File: src/sv/atoi_pkg.sv
`default_nettype none
package atoi_pkg;

  // one input word: a character and the start-of-string mark
  typedef struct packed {
    logic [7:0] char_code;
    logic       first_char;
  } item_t;

  // one result word
  typedef struct packed {
    logic [31:0] parsed_value;
    logic [8:0]  consumed_count;
  } result_t;

  // radix constants
  localparam logic [5:0] BASE_MAX   = 6'd36;
  localparam logic [5:0] BASE_HEX   = 6'd16;
  localparam logic [5:0] BASE_OCT   = 6'd8;
  localparam logic [5:0] BASE_DEC   = 6'd10;
  localparam logic [5:0] BASE_AUTO  = 6'd0;
  localparam logic [5:0] DIGIT_NONE = 6'd36;

  // character classes worked out by the front end
  typedef struct packed {
    logic       first;
    logic [5:0] base;    // base register, captured with the word
    logic       blank;   // space or tab
    logic       zero;    // '0'
    logic       minus;
    logic       plus;
    logic       hex_x;   // 'x' or 'X'
    logic [5:0] digit;   // 0..35, DIGIT_NONE if not alphanumeric
  } class_t;

  // parser phases
  typedef enum logic [2:0] {
    PH_IDLE,
    PH_LEAD,
    PH_ZERO,
    PH_DIGITS,
    PH_DONE
  } phase_t;

endpackage
`default_nettype wire

File: src/sv/atoi_fifo.sv
`default_nettype none
module atoi_fifo #(
  parameter type word_t = logic [0:0]
) (
  input  wire logic  clk,
  input  wire logic  rst,
  input  wire logic  wr,
  input  word_t      wr_data,
  output logic       full,
  input  wire logic  rd,
  output word_t      rd_data,
  output logic       empty
);

  // two-entry queue
  word_t       mem [2];
  logic        wr_ptr;
  logic        rd_ptr;
  logic [1:0]  count;
  logic        wr_en;
  logic        rd_en;

  assign full    = (count == 2'd2);
  assign empty   = (count == 2'd0);
  assign wr_en   = wr && !full;
  assign rd_en   = rd && !empty;
  assign rd_data = mem[rd_ptr];

  // pointers and fill count
  always_ff @(posedge clk) begin
    if (rst) begin
      wr_ptr <= 1'b0;
      rd_ptr <= 1'b0;
      count  <= 2'd0;
    end else begin
      if (wr_en) wr_ptr <= !wr_ptr;
      if (rd_en) rd_ptr <= !rd_ptr;
      if (wr_en && !rd_en) count <= count + 2'd1;
      else if (rd_en && !wr_en) count <= count - 2'd1;
    end
  end

  // storage
  always_ff @(posedge clk) begin
    if (wr_en) mem[wr_ptr] <= wr_data;
  end

endmodule
`default_nettype wire

File: src/sv/atoi_front.sv
`default_nettype none
module atoi_front (
  input  wire logic            clk,
  input  wire logic            rst,
  input  wire logic            base_we,
  input  wire logic [5:0]      base_data,
  input  atoi_pkg::item_t      item,
  output atoi_pkg::class_t     cls
);
  import atoi_pkg::*;

  logic [5:0] number_base;

  // digit value of a character, DIGIT_NONE if not alphanumeric
  function automatic logic [5:0] digit_of(input logic [7:0] c);
    logic [5:0] d;
    d = DIGIT_NONE;
    if (c >= "0" && c <= "9") d = 6'(c - "0");
    else if (c >= "a" && c <= "z") d = 6'(c - "a") + 6'd10;
    else if (c >= "A" && c <= "Z") d = 6'(c - "A") + 6'd10;
    return d;
  endfunction

  // base register
  always_ff @(posedge clk) begin
    if (rst) begin
      number_base <= BASE_DEC;
    end else if (base_we) begin
      number_base <= base_data;
    end
  end

  // classify the incoming character
  always_comb begin
    cls.first = item.first_char;
    cls.base  = number_base;
    cls.blank = (item.char_code == " ") || (item.char_code == 8'h09);
    cls.zero  = (item.char_code == "0");
    cls.minus = (item.char_code == "-");
    cls.plus  = (item.char_code == "+");
    cls.hex_x = (item.char_code == "x") || (item.char_code == "X");
    cls.digit = digit_of(item.char_code);
  end

endmodule
`default_nettype wire

File: src/sv/atoi_back.sv
`default_nettype none
module atoi_back #(
  parameter int MAX_LEN = 256
) (
  input  wire logic            clk,
  input  wire logic            rst,
  input  atoi_pkg::class_t     q_word,
  input  wire logic            q_empty,
  output logic                 q_pop,
  output atoi_pkg::result_t    result,
  output logic                 empty,
  input  wire logic            pop
);
  import atoi_pkg::*;

  localparam logic [8:0] COUNT_LIMIT = 9'((MAX_LEN < 511) ? MAX_LEN : 511);

  phase_t      phase, phase_next;
  logic [5:0]  act_base, act_base_next;
  logic        negative, negative_next;
  logic [31:0] acc, acc_next;
  logic [8:0]  cnt, cnt_next;
  logic        go;
  logic        emit;
  logic        o_full;
  result_t     res_word;

  // parser state
  always_ff @(posedge clk) begin
    if (rst) begin
      phase    <= PH_IDLE;
      act_base <= 6'd0;
      negative <= 1'b0;
      acc      <= 32'd0;
      cnt      <= 9'd0;
    end else begin
      phase    <= phase_next;
      act_base <= act_base_next;
      negative <= negative_next;
      acc      <= acc_next;
      cnt      <= cnt_next;
    end
  end

  // one character per cycle unless the result queue is full: restart, prefix handling, multiply-add
  always_comb begin
    logic inc;
    logic do_digit;
    logic [31:0] prod;
    inc           = 1'b0;
    do_digit      = 1'b0;
    prod          = 32'd0;
    phase_next    = phase;
    act_base_next = act_base;
    negative_next = negative;
    acc_next      = acc;
    cnt_next      = cnt;
    emit          = 1'b0;
    go            = !q_empty && !o_full;
    q_pop         = go;

    if (go) begin
      // new string restarts the parser
      if (q_word.first) begin
        act_base_next = q_word.base;
        negative_next = 1'b0;
        acc_next      = 32'd0;
        cnt_next      = 9'd0;
        phase_next    = PH_LEAD;
        if (q_word.base > BASE_MAX) begin
          // unusable radix: answer at once with nothing consumed
          act_base_next = 6'd0;
          phase_next    = PH_DONE;
          emit          = 1'b1;
        end
      end

      if (!emit) begin
        unique case (phase_next)
          PH_LEAD: begin
            if (q_word.blank) begin
              inc = 1'b1;
            end else if (q_word.zero && act_base_next == BASE_AUTO) begin
              inc        = 1'b1;
              phase_next = PH_ZERO;
            end else begin
              if (act_base_next == BASE_AUTO) act_base_next = BASE_DEC;
              phase_next = PH_DIGITS;
              if (q_word.minus || q_word.plus) begin
                negative_next = q_word.minus;
                inc           = 1'b1;
              end else begin
                do_digit = 1'b1;
              end
            end
          end
          PH_ZERO: begin
            phase_next = PH_DIGITS;
            if (q_word.hex_x) begin
              act_base_next = BASE_HEX;
              inc           = 1'b1;
            end else begin
              act_base_next = BASE_OCT;
              do_digit      = 1'b1;
            end
          end
          PH_DIGITS: do_digit = 1'b1;
          default: ;
        endcase

        if (do_digit) begin
          if (q_word.digit >= act_base_next) begin
            emit       = 1'b1;
            phase_next = PH_DONE;
          end else begin
            prod = acc_next * {26'd0, act_base_next};
            if (negative_next) acc_next = prod - {26'd0, q_word.digit};
            else acc_next = prod + {26'd0, q_word.digit};
            inc = 1'b1;
          end
        end

        // saturating character count
        if (inc && cnt_next < COUNT_LIMIT) cnt_next = cnt_next + 9'd1;
      end
    end

    res_word.parsed_value   = acc_next;
    res_word.consumed_count = cnt_next;
  end

  // result queue decouples the parser from the consumer
  atoi_fifo #(
    .word_t (result_t)
  ) u_out_fifo (
    .clk     (clk),
    .rst     (rst),
    .wr      (emit),
    .wr_data (res_word),
    .full    (o_full),
    .rd      (pop),
    .rd_data (result),
    .empty   (empty)
  );

endmodule
`default_nettype wire

File: src/sv/ascii_to_integer_parser_top.sv
`default_nettype none
// Streaming ASCII to integer parser, one character word per cycle while not stalled.
// Throughput: one character per cycle while neither queue is full, with a single
// 32x6 multiply-add on the accumulator in the back end.
// Path: a stopping character is written into the character queue, parsed
// combinationally by the back end when it reaches the queue head and the result
// queue has room, and its result is then written into the result queue.
// Reset (rst, synchronous): queues empty, parser idle, base register 10.
module ascii_to_integer_parser_top #(
  parameter int MAX_LEN = 256
) (
  input  wire logic          clk,
  input  wire logic          rst,
  input  wire logic          push,
  output logic               full,
  input  atoi_pkg::item_t    item,
  output logic               empty,
  input  wire logic          pop,
  output atoi_pkg::result_t  result,
  input  wire logic          base_we,
  input  wire logic [5:0]    base_data
);
  import atoi_pkg::*;

  class_t cls;
  class_t q_word;
  logic   q_empty;
  logic   q_pop;

  // front end: base register and character classes
  atoi_front u_front (
    .clk       (clk),
    .rst       (rst),
    .base_we   (base_we),
    .base_data (base_data),
    .item      (item),
    .cls       (cls)
  );

  // classified word queue between front and back
  atoi_fifo #(
    .word_t (class_t)
  ) u_char_fifo (
    .clk     (clk),
    .rst     (rst),
    .wr      (push),
    .wr_data (cls),
    .full    (full),
    .rd      (q_pop),
    .rd_data (q_word),
    .empty   (q_empty)
  );

  // back end: parser and result queue
  atoi_back #(
    .MAX_LEN (MAX_LEN)
  ) u_back (
    .clk     (clk),
    .rst     (rst),
    .q_word  (q_word),
    .q_empty (q_empty),
    .q_pop   (q_pop),
    .result  (result),
    .empty   (empty),
    .pop     (pop)
  );

  // checks
  a_reset_clears: assert property (@(posedge clk) rst |=> (empty && !full))
    else $error("queues not empty after reset");

  a_result_needs_char: assert property (@(posedge clk) disable iff (rst)
    $fell(empty) |-> $past(q_pop))
    else $error("result appeared without a parsed character");

  a_push_lands: assert property (@(posedge clk) disable iff (rst)
    (push && !full) |=> !q_empty)
    else $error("accepted character missing from queue");

endmodule
`default_nettype wire
File: config.mk
export PLATFORM = sky130hd
export DESIGN_NAME = ascii_to_integer_parser_top
export DESIGN_NICKNAME = d
export VERILOG_FILES = /design/src/sv/atoi_pkg.sv /design/src/sv/atoi_fifo.sv /design/src/sv/atoi_front.sv /design/src/sv/atoi_back.sv /design/src/sv/ascii_to_integer_parser_top.sv
export SDC_FILE = /design/constraint.sdc
export NUM_CORES = 1
export LEC_CHECK = 0
export ABC_AREA = 1
export BUFFER_PORTS_ARGS = -buffer_cell sky130_fd_sc_hd__buf_4
export CAP_MARGIN = 20
export CORE_UTILIZATION = 64
export DETAILED_ROUTE_END_ITERATION = 8
export GPL_TIMING_DRIVEN = 0
export MAX_ROUTING_LAYER = met4
export PLACE_DENSITY_LB_ADDON = 0.1
export SYNTH_ARGS = -nofsm -noshare
export SYNTH_HDL_FRONTEND = slang
export SYNTH_SLANG_ARGS = --single-unit
export TNS_END_PERCENT = 1
File: constraint.sdc
create_clock -name clk -period 10.37 [get_ports clk]
set_input_delay 2.074 -clock clk [delete_from_list [all_inputs] [get_ports clk]]
set_output_delay 2.074 -clock clk [all_outputs]
set_load 0.01 [all_outputs]
==> qor.yml, run 1 <==
h-tree-depth: 4
most-common-layout-cells: "nand2_1, inv_1, nor2_1"
cts_buffers: 17
outcome: "complete, no violations"
dp_hpwl_um: 32400
place.gp.congestion: 0.957
syn_area_um2: 15500
syn-num-nets: 2096
clk_latency_ps: 440
powerDensity_nw_per_um2: 205
syn_inst: 1880
clock_path_buffers: 2
layout.nets: 2180
placed_cells: 2264
vias: 13000
floorplan.rows: 56
antenna_found_initial: 0
slew_headroom_pct: 32.2
p_seq_share_pct: 28.0
fin_area_um2: 17000
whs_ps: 456
yosysUniqueCellTypes: 60
drcViolationCount: 0
rsz0062_at_grt: "no"
start_util_pct: 65.6
cts_sinks: 185
yosys_most_used_dff: "edfxtp_1"
synth_edf_count: 118
final_common_cell: "nand2_1"
hp-class: "flip-flop to flip-flop"
cp.arrival_ps: 9520
cp_slowest_cell: "fa_1"
peakVddDrop_mv: 0.150
postRouteAntennaNets: 0
crit_type: "flip-flop to flip-flop"
clkTransAtPathRegs_ps: 80
skew_ps: 17.4
dr.pass1.iters: 6
p_total_mw: 3.49
post_cts_resized: 0
min_period_ps: 9370
die_w_um: 158
placedInstanceArea_um2: 16400
diodes: 0
die_h_um: 158
slew_violations: 0
clock_tree.root_cell: "clkbuf_16"
path_max_fanout: 10
grt_max_degree: 35
yosys.area.top_type_share_pct: 22.9
p_leak_nw: 7.49
ios: 63
tightest_slew_ps: 1020
setup_violations: 0
swShare_pct: 47.5
pwr-share-clk_pct: 18.5
hold_buffers: 0
area_growth_pct: 9.84
via_per_inst: 5.67
synth.avg_cell_area_um2: 8.24
p_comb_share_pct: 53.5
grt-ovfl-total: 0
cp-start-kind: "flip-flop"
core_area_um2: 23600
dp_slack_ps: 1120
worst_path_largest_cell_delay_ps: 530
grt_pass1_wl_um: 64800
max_freq_ghz: 0.107
dieArea_um2: 24800
endpoint_kind: "flip-flop"
cts_tree: "built"
ys_ff_latch: 185
finalWorstSetupSlack_ps: 998
yosysSeqAreaShare_pct: 31.5
stdcell_count: 2296
post_drt_wl_per_cell_um: 17.7
dr.first_iter.drc_count: 1127
p_int_mw: 1.83
hold_viol_final: 0
crit_required_ps: 10520
utilization_pct: 72.0
grt_pass1_vias: 12300
grt_usage_pct: 35.6
drt-total-wl_um: 40700
rrSetupSlack_ps: 1000
drive_above_1_share_pct: 11.9
cts_setup_buffers: 0
async_flop_share_pct: 0
synth_warnings: 0
synth_area_leader_cell: "edfxtp_1"
cpMostUsedCell: "nand2_1"
drv_cap: 0
synth_area_leaders: "edfxtp_1, fa_1, nand2_1"
period_share_pct: 90.4
switchingPower_mw: 1.66
io_buffers: 62
fin_setup_tns_ps: 0
-- power groups by stage --
stage | Combinational (mW) | Clock [mW] | Sequential, mW
after floorplan | 1.21 | 0 | 0.978
after global placement | 1.78 | 0 | 0.987
after detailed placement | 1.81 | 0 | 0.988
after CTS | 1.83 | 0.651 | 0.974
after global routing | 2.02 | 0.677 | 0.986
final | 1.87 | 0.647 | 0.975
-- final timing paths --
kind	start	to	cells past startpoint
min	u_char_fifo.rd_ptr	u_char_fifo.rd_ptr	1
max	flip-flop	u_back.u_out_fifo.mem[1][39]	44
min reg2reg	u_char_fifo.rd_ptr	u_char_fifo.rd_ptr	1
max reg2reg	flip-flop	u_back.u_out_fifo.mem[1][39]	44
-- flip-flops by register name, summed over array words and instances, names as in the netlist, 3 cells and up, named ones only --
signal and flops:
u_front.number_base 6, u_back.act_base 6, u_back.u_out_fifo.mem 82, u_back.acc 32, u_back.phase 3, u_back.cnt 9
u_char_fifo.mem 36
-- worst max-delay path: cells and delay by family, from the launching register on --
kind            cells  cell delay (ps)
buf+inv             5              980
flops               1              420
fa+ha+maj           5             2170
simple gates       20             2370
compound gates     12             2610
xor+xnor            2              520
-- Yosys cell counts (3+ instances only) --
master / n
a21oi_2: 4
o221ai_2: 3
xnor2_1: 25
a211oi_1: 3
ha_1: 86
o21ai_0: 80
nand3_1: 35
o21bai_1: 8
a31oi_1: 3
clkbuf_1: 29
buf_2: 5
buf_6: 7
edfxtp_1: 118
nor3_1: 15
nand4_1: 12
nand3b_1: 3
nor2_1: 215
xor2_1: 31
o221ai_1: 3
or2_2: 9
fa_1: 110
nor4_1: 6
a21oi_1: 160
o211ai_1: 16
o21a_1: 5
o21ai_2: 10
nor2_2: 3
inv_1: 304
nand3_2: 3
buf_1: 7
o21ai_1: 21
nand2_4: 6
nand2_2: 25
dfxtp_1: 67
nand2_1: 365
mux2_2: 41
o22ai_1: 3
inv_2: 6
-- final cells by class --
class                      instances  area, um2
multi-input combinational       1334       9210
fill                            1861       6600
sequential                       185       4880
inverter                         313       1180
timing repair buffer              65        510
clock buffer                      18        439
tap                              319        399
buffer                            48        239
clock inverter                    14        155
-- cells by family after synthesis --
group / count (synthesis) / share of synthesized area, %
AND/OR/NAND/NOR: 710 / 19.9
AO/OA/AOI/OAI: 330 / 12.1
XOR/XNOR: 56 / 3.17
buffers and inverters: 361 / 9.14
flip-flops: 185 / 31.5
adder cells (fa/ha/maj): 196 / 21.2
multiplexers: 42 / 3.05
-- per-layer routing --
metal	vias to the layer above	GRT usage [%]	wire (um)
met5	-	-	0
met4	0	9.43	790
met3	46	6.28	3370
met2	518	54.7	18400
met1	6199	48.7	18100
li1	6244	-	-
Power figures use the tool's default switching activity.
==> run 2, diff against run 1 <==
SYNTH_HIERARCHICAL = 1   (was default)
==> qor.yml, run 2 <==
outcome: "complete, no violations"
post_drt_wl_per_cell_um: 18.0
dieArea_um2: 26100
slew_headroom_pct: 31.6
crit_buf_inv: 6
yosysSeqAreaShare_pct: 30.0
syn-num-nets: 2234
regToRegEndpoint: "u_back/u_out_fifo/mem[1][37]"
hp-class: "flip-flop to flip-flop"
place.gp.congestion: 0.999
yosys_most_used_dff: "edfxtp_1"
io_buffers: 61
utilization_pct: 72.6
grt_usage_pct: 36.3
dr.max_layer_used: "met4"
synth_warnings: 6
syn_area_um2: 16300
path_delay_family: "compound AO/OA/AOI/OAI gates"
via_per_inst: 5.67
clk_latency_ps: 440
synth_area_leaders: "edfxtp_1, fa_1, nand2_1"
most-common-layout-cells: "nand2_1, inv_1, nor2_1"
drt-total-wl_um: 43800
floorplan.rows: 57
vias: 13800
min_period_ps: 9780
drv_cap: 0
grt_pass1_wl_um: 71000
cpMostUsedCell: "nand2_1"
grt_pass1_vias: 13600
clkTransAtPathRegs_ps: 80
placedInstanceArea_um2: 17200
final_common_cell: "nand2_1"
post_cts_resized: 0
met1_length_um: 18500
rsz0062_at_grt: "no"
hold_end: "u_char_fifo/mem[1][16]"
fin_area_um2: 17900
cts_setup_buffers: 0
max_freq_ghz: 0.102
worstHoldPathCells: 0
h-tree-depth: 4
ios: 63
cts_tree: "built"
yosys.area.top_type_share_pct: 21.8
cp_slowest_cell: "nor2_1"
worst_path_largest_cell_delay_ps: 790
whs_ps: 466
cts_buffers: 17
clock_path_buffers: 2
area_growth_pct: 9.75
start_util_pct: 66.1
dr.first_iter.drc_count: 1395
dp_hpwl_um: 34800
top_register: "u_back/u_out_fifo/mem"
postRouteAntennaNets: 0
wl_met3_um: 3670
drcViolationCount: 0
synth_area_leader_cell: "edfxtp_1"
rrSetupSlack_ps: 590
fin_setup_tns_ps: 0
layout.nets: 2317
die_h_um: 161
dr.pass1.iters: 5
die_w_um: 161
grt_max_degree: 30
core_area_um2: 24600
cp.arrival_ps: 9950
async_flop_share_pct: 0
min_from: "u_front/number_base[5]"
peakVddDrop_mv: 0.174
crit_required_ps: 10540
p_leak_nw: 8.56
drive_above_1_share_pct: 11.5
grt-ovfl-total: 0
diodes: 0
yosysMostFrequentCell: "nand2_1"
path_max_fanout: 10
syn_inst: 2020
cp-start-kind: "flip-flop"
powerDensity_nw_per_um2: 189
tightest_slew_ps: 1020
antenna_found_initial: 0
hold_buffers: 0
setup_violations: 0
cts_sinks: 185
r2r_cells: 35
clock_tree.root_cell: "clkbuf_16"
met2_length_um: 20500
synth.avg_cell_area_um2: 8.06
yosysUniqueCellTypes: 52
period_share_pct: 94.3
slew_violations: 0
synth_edf_count: 118
endpoint_kind: "flip-flop"
skew_ps: 15.1
largest_reg_flops: 82
synth_common_cells: "nand2_1, inv_1, nor2_1"
hold_viol_final: 0
reg_top3: "u_back/u_out_fifo/mem: 82 flops, u_char_fifo/mem: 36 flops, u_back/acc: 32 flops"
crit_type: "flip-flop to flip-flop"
ys_ff_latch: 185
run 2: cell types whose count changed after synthesis, moves of 9 or more:
cell     previous run  this run
nand2_1           365       460
o21ai_1            21        30
inv_1             304       378
mux2_4              0        50
a21oi_1           160       144
mux2_2             41         9
nand3_1            35        45
o21ai_0            80        59
nor2_1            215       194
run 2: layer usage:
layer	track usage, %	vias up
met5	-	-
met4	10.3	0
met3	6.96	93
met2	58.0	628
met1	47.2	6552
li1	-	6570
run 2: cell families after synthesis:
logic type / synth area share, %
flops: 30.0
compound gates: 10.5
mux: 5.24
xor+xnor: 3.18
buf+inv: 11.2
fa+ha+maj: 20.0
simple gates: 20.0
run 2: how the worst max path moves through the flow:
| stage | to | slack (ps) | cells after the start |
|---|---|---|---|
| 3_5_place_dp | u_back/u_out_fifo/mem[0][37] | 960 | 36 |
| 6_report | u_back/u_out_fifo/mem[1][37] | 590 | 35 |
| 4_1_cts | u_back/u_out_fifo/mem[1][37] | 870 | 36 |
| 5_1_grt | u_back/u_out_fifo/mem[1][37] | 150 | 36 |
| 3_3_place_gp | u_back/u_out_fifo/mem[0][37] | 980 | 36 |
| 2_1_floorplan | u_back/u_out_fifo/mem[0][40] | 3200 | 42 |
run 2: area by class of cell:
type / count / area, um2
Multi-Input combinational cell: 1391 / 9600
Fill cell: 1935 / 6750
Sequential cell: 185 / 4880
Inverter: 393 / 1480
Timing Repair Buffer: 64 / 505
Clock buffer: 17 / 425
Tap cell: 324 / 405
Buffer: 51 / 340
Clock inverter: 15 / 220
run 2: worst register-to-register path: cells and delay by family, from the launching register on:
family | cells | cell delay (ps)
compound gates | 9 | 2810
xor+xnor | 1 | 160
fa+ha+maj | 5 | 2370
buf+inv | 6 | 1190
flops | 1 | 320
mux | 1 | 320
simple gates | 13 | 2350
run 2: report_power, final:
| group | internal [mW] | switching, mW |
|---|---|---|
| clock | 0.354 | 0.334 |
| sequential | 0.921 | 0.0541 |
| combinational | 0.579 | 1.13 |
run 2: metrics by stage:
step           std cells  power (mW)  setup WS (ps)
2_1_floorplan       2020        2.10           3200
3_3_place_gp        2405        2.59            981
3_5_place_dp        2408        2.65            956
4_1_cts             2440        3.35            875
5_1_grt             2440        3.55            147
6_report            2440        3.38            586
==> run 3, diff against run 2 <==
PLACE_DENSITY = 0.89   (was default)
PLACE_DENSITY_LB_ADDON = default   (was 0.1)
==> qor.yml, run 3 (synthesis results as in run 2) <==
switchingPower_mw: 1.56
via_per_inst: 5.83
postRouteAntennaNets: 0
antenna_found_initial: 0
n_fill_cell: 1848
start_util_pct: 66.1
h-tree-depth: 4
worst_path_largest_cell_delay_ps: 910
reg_top3: "u_back/u_out_fifo/mem: 82 flops, u_char_fifo/mem: 36 flops, u_back/acc: 32 flops"
setup_violations: 0
skew_ps: 22.2
drv_cap: 0
fin_area_um2: 17800
hold_viol_final: 0
period_share_pct: 93.1
drcViolationCount: 0
peakVddDrop_mv: 0.150
dieArea_um2: 26100
hold_buffers: 0
cts_buffers: 17
rsz0062_at_grt: "no"
outcome: "complete, no violations"
grt-ovfl-total: 0
dr.pass1.iters: 9
grt_pass1_vias: 13900
largest_reg_flops: 82
p_int_mw: 1.83
path_max_fanout: 10
core_area_um2: 24600
fin_setup_tns_ps: 0
crit_required_ps: 10650
swShare_pct: 46.1
dr.first_iter.drc_count: 1556
io_buffers: 61
drt-total-wl_um: 45600
p_seq_share_pct: 28.9
min_period_ps: 9650
tightest_slew_ps: 1230
post_cts_resized: 0
floorplan.rows: 57
top_register: "u_back/u_out_fifo/mem"
crit_type: "flip-flop to flip-flop"
cp.arrival_ps: 9930
regArea_um2: 4880
cpMostUsedCell: "nand2_1"
final_common_cell: "nand2_1"
grt_max_degree: 31
grt_usage_pct: 37.2
drive_above_1_share_pct: 11.5
p_comb_share_pct: 51.9
multi_input_area_um2: 9590
cp-start-kind: "flip-flop"
clock_tree.root_cell: "clkbuf_16"
hp-class: "flip-flop to flip-flop"
powerDensity_nw_per_um2: 190
most-common-layout-cells: "nand2_1, inv_1, nor2_1"
max_freq_ghz: 0.104
place.gp.congestion: 0.985
cts_tree: "built"
ios: 63
vias: 14200
die_w_um: 161
cts_sinks: 185
p_leak_nw: 8.55
area_growth_pct: 9.47
pwr-share-clk_pct: 19.1
slew_headroom_pct: 18.0
post_drt_wl_per_cell_um: 18.7
cts_setup_buffers: 0
cp_slowest_cell: "nor2_1"
dp_hpwl_um: 35300
placedInstanceArea_um2: 17200
clock_path_buffers: 2
endpoint_kind: "flip-flop"
clkTransAtPathRegs_ps: 90
layout.nets: 2321
die_h_um: 161
slew_violations: 0
diodes: 0
clk_latency_ps: 450
grt_pass1_wl_um: 72200
## run 3: cell count changes in the layout (fill, tap and decap cells not counted), sizes merged
| cell | before | now |
|---|---|---|
| inv | 396 | 401 |
| bufinv | 1 | 0 |
| buf | 81 | 85 |
| clkbuf | 51 | 52 |
| clkinv | 11 | 5 |
| clkinvlp | 0 | 1 |
## run 3: worst max-delay path, delay by kind of cell (launching register included)
kind,cells,cell delay (ps)
simple gates,13,2340
fa+ha+maj,5,2290
mux,1,310
compound gates,9,2600
xor+xnor,2,350
buf+inv,7,1240
flops,1,340
## run 3: power groups by stage
| stage | clock network [mW] | logic, mW | registers (mW) |
|---|---|---|---|
| after floorplan | 0 | 1.12 | 0.977 |
| after global placement | 0 | 1.63 | 0.988 |
| after detailed placement | 0 | 1.69 | 0.991 |
| after CTS | 0.652 | 1.71 | 0.978 |
| after global routing | 0.681 | 1.86 | 0.989 |
| final | 0.648 | 1.76 | 0.980 |
## run 3: final timing paths
path | start | endpoint | slack [ps] | cells past startpoint
hold reg to reg | u_front/number_base[4] | u_char_fifo/mem[0][15] | 450 | 0
setup / recovery | flip-flop | u_back/u_out_fifo/mem[0][35] | 720 | 37
hold / removal | u_front/number_base[4] | u_char_fifo/mem[0][15] | 450 | 0
setup reg to reg | flip-flop | u_back/u_out_fifo/mem[0][35] | 720 | 37
## run 3: per-stage QoR
| stage | cells | util [%] | hold WS (ps) | power, mW | worst slack (ps) |
|---|---|---|---|---|---|
| floorplan | 2020 | - | 420 | 2.10 | 3200 |
| detailed placement | 2411 | 70.0 | 441 | 2.68 | 1160 |
| CTS | 2443 | 72.4 | 450 | 3.34 | 1070 |
| global route | 2444 | 72.4 | 459 | 3.53 | 375 |
| global placement | 2405 | 69.6 | 427 | 2.62 | 1240 |
| finish | 2444 | 72.4 | 449 | 3.39 | 718 |
## run 3: layer usage
metal	track usage [%]	share of wire, %	vias up	routed length [um]
li1	-	-	6578	-
met1	47.2	39	6659	17600
met2	59.6	47	858	21400
met3	5.08	10	152	4740
met4	16.4	4.2	0	1920
met5	-	0	-	0
## run 3: final cells by class
type | instances | share of cell area (%)
inverters | 393 | 8.28
multi-input cells | 1391 | 53.8
well taps | 324 | 2.28
clock inverters | 14 | 0.850
clock buffers | 18 | 2.41
repair buffers | 68 | 3.03
flip-flops and latches | 185 | 27.4
plain buffers | 51 | 1.91
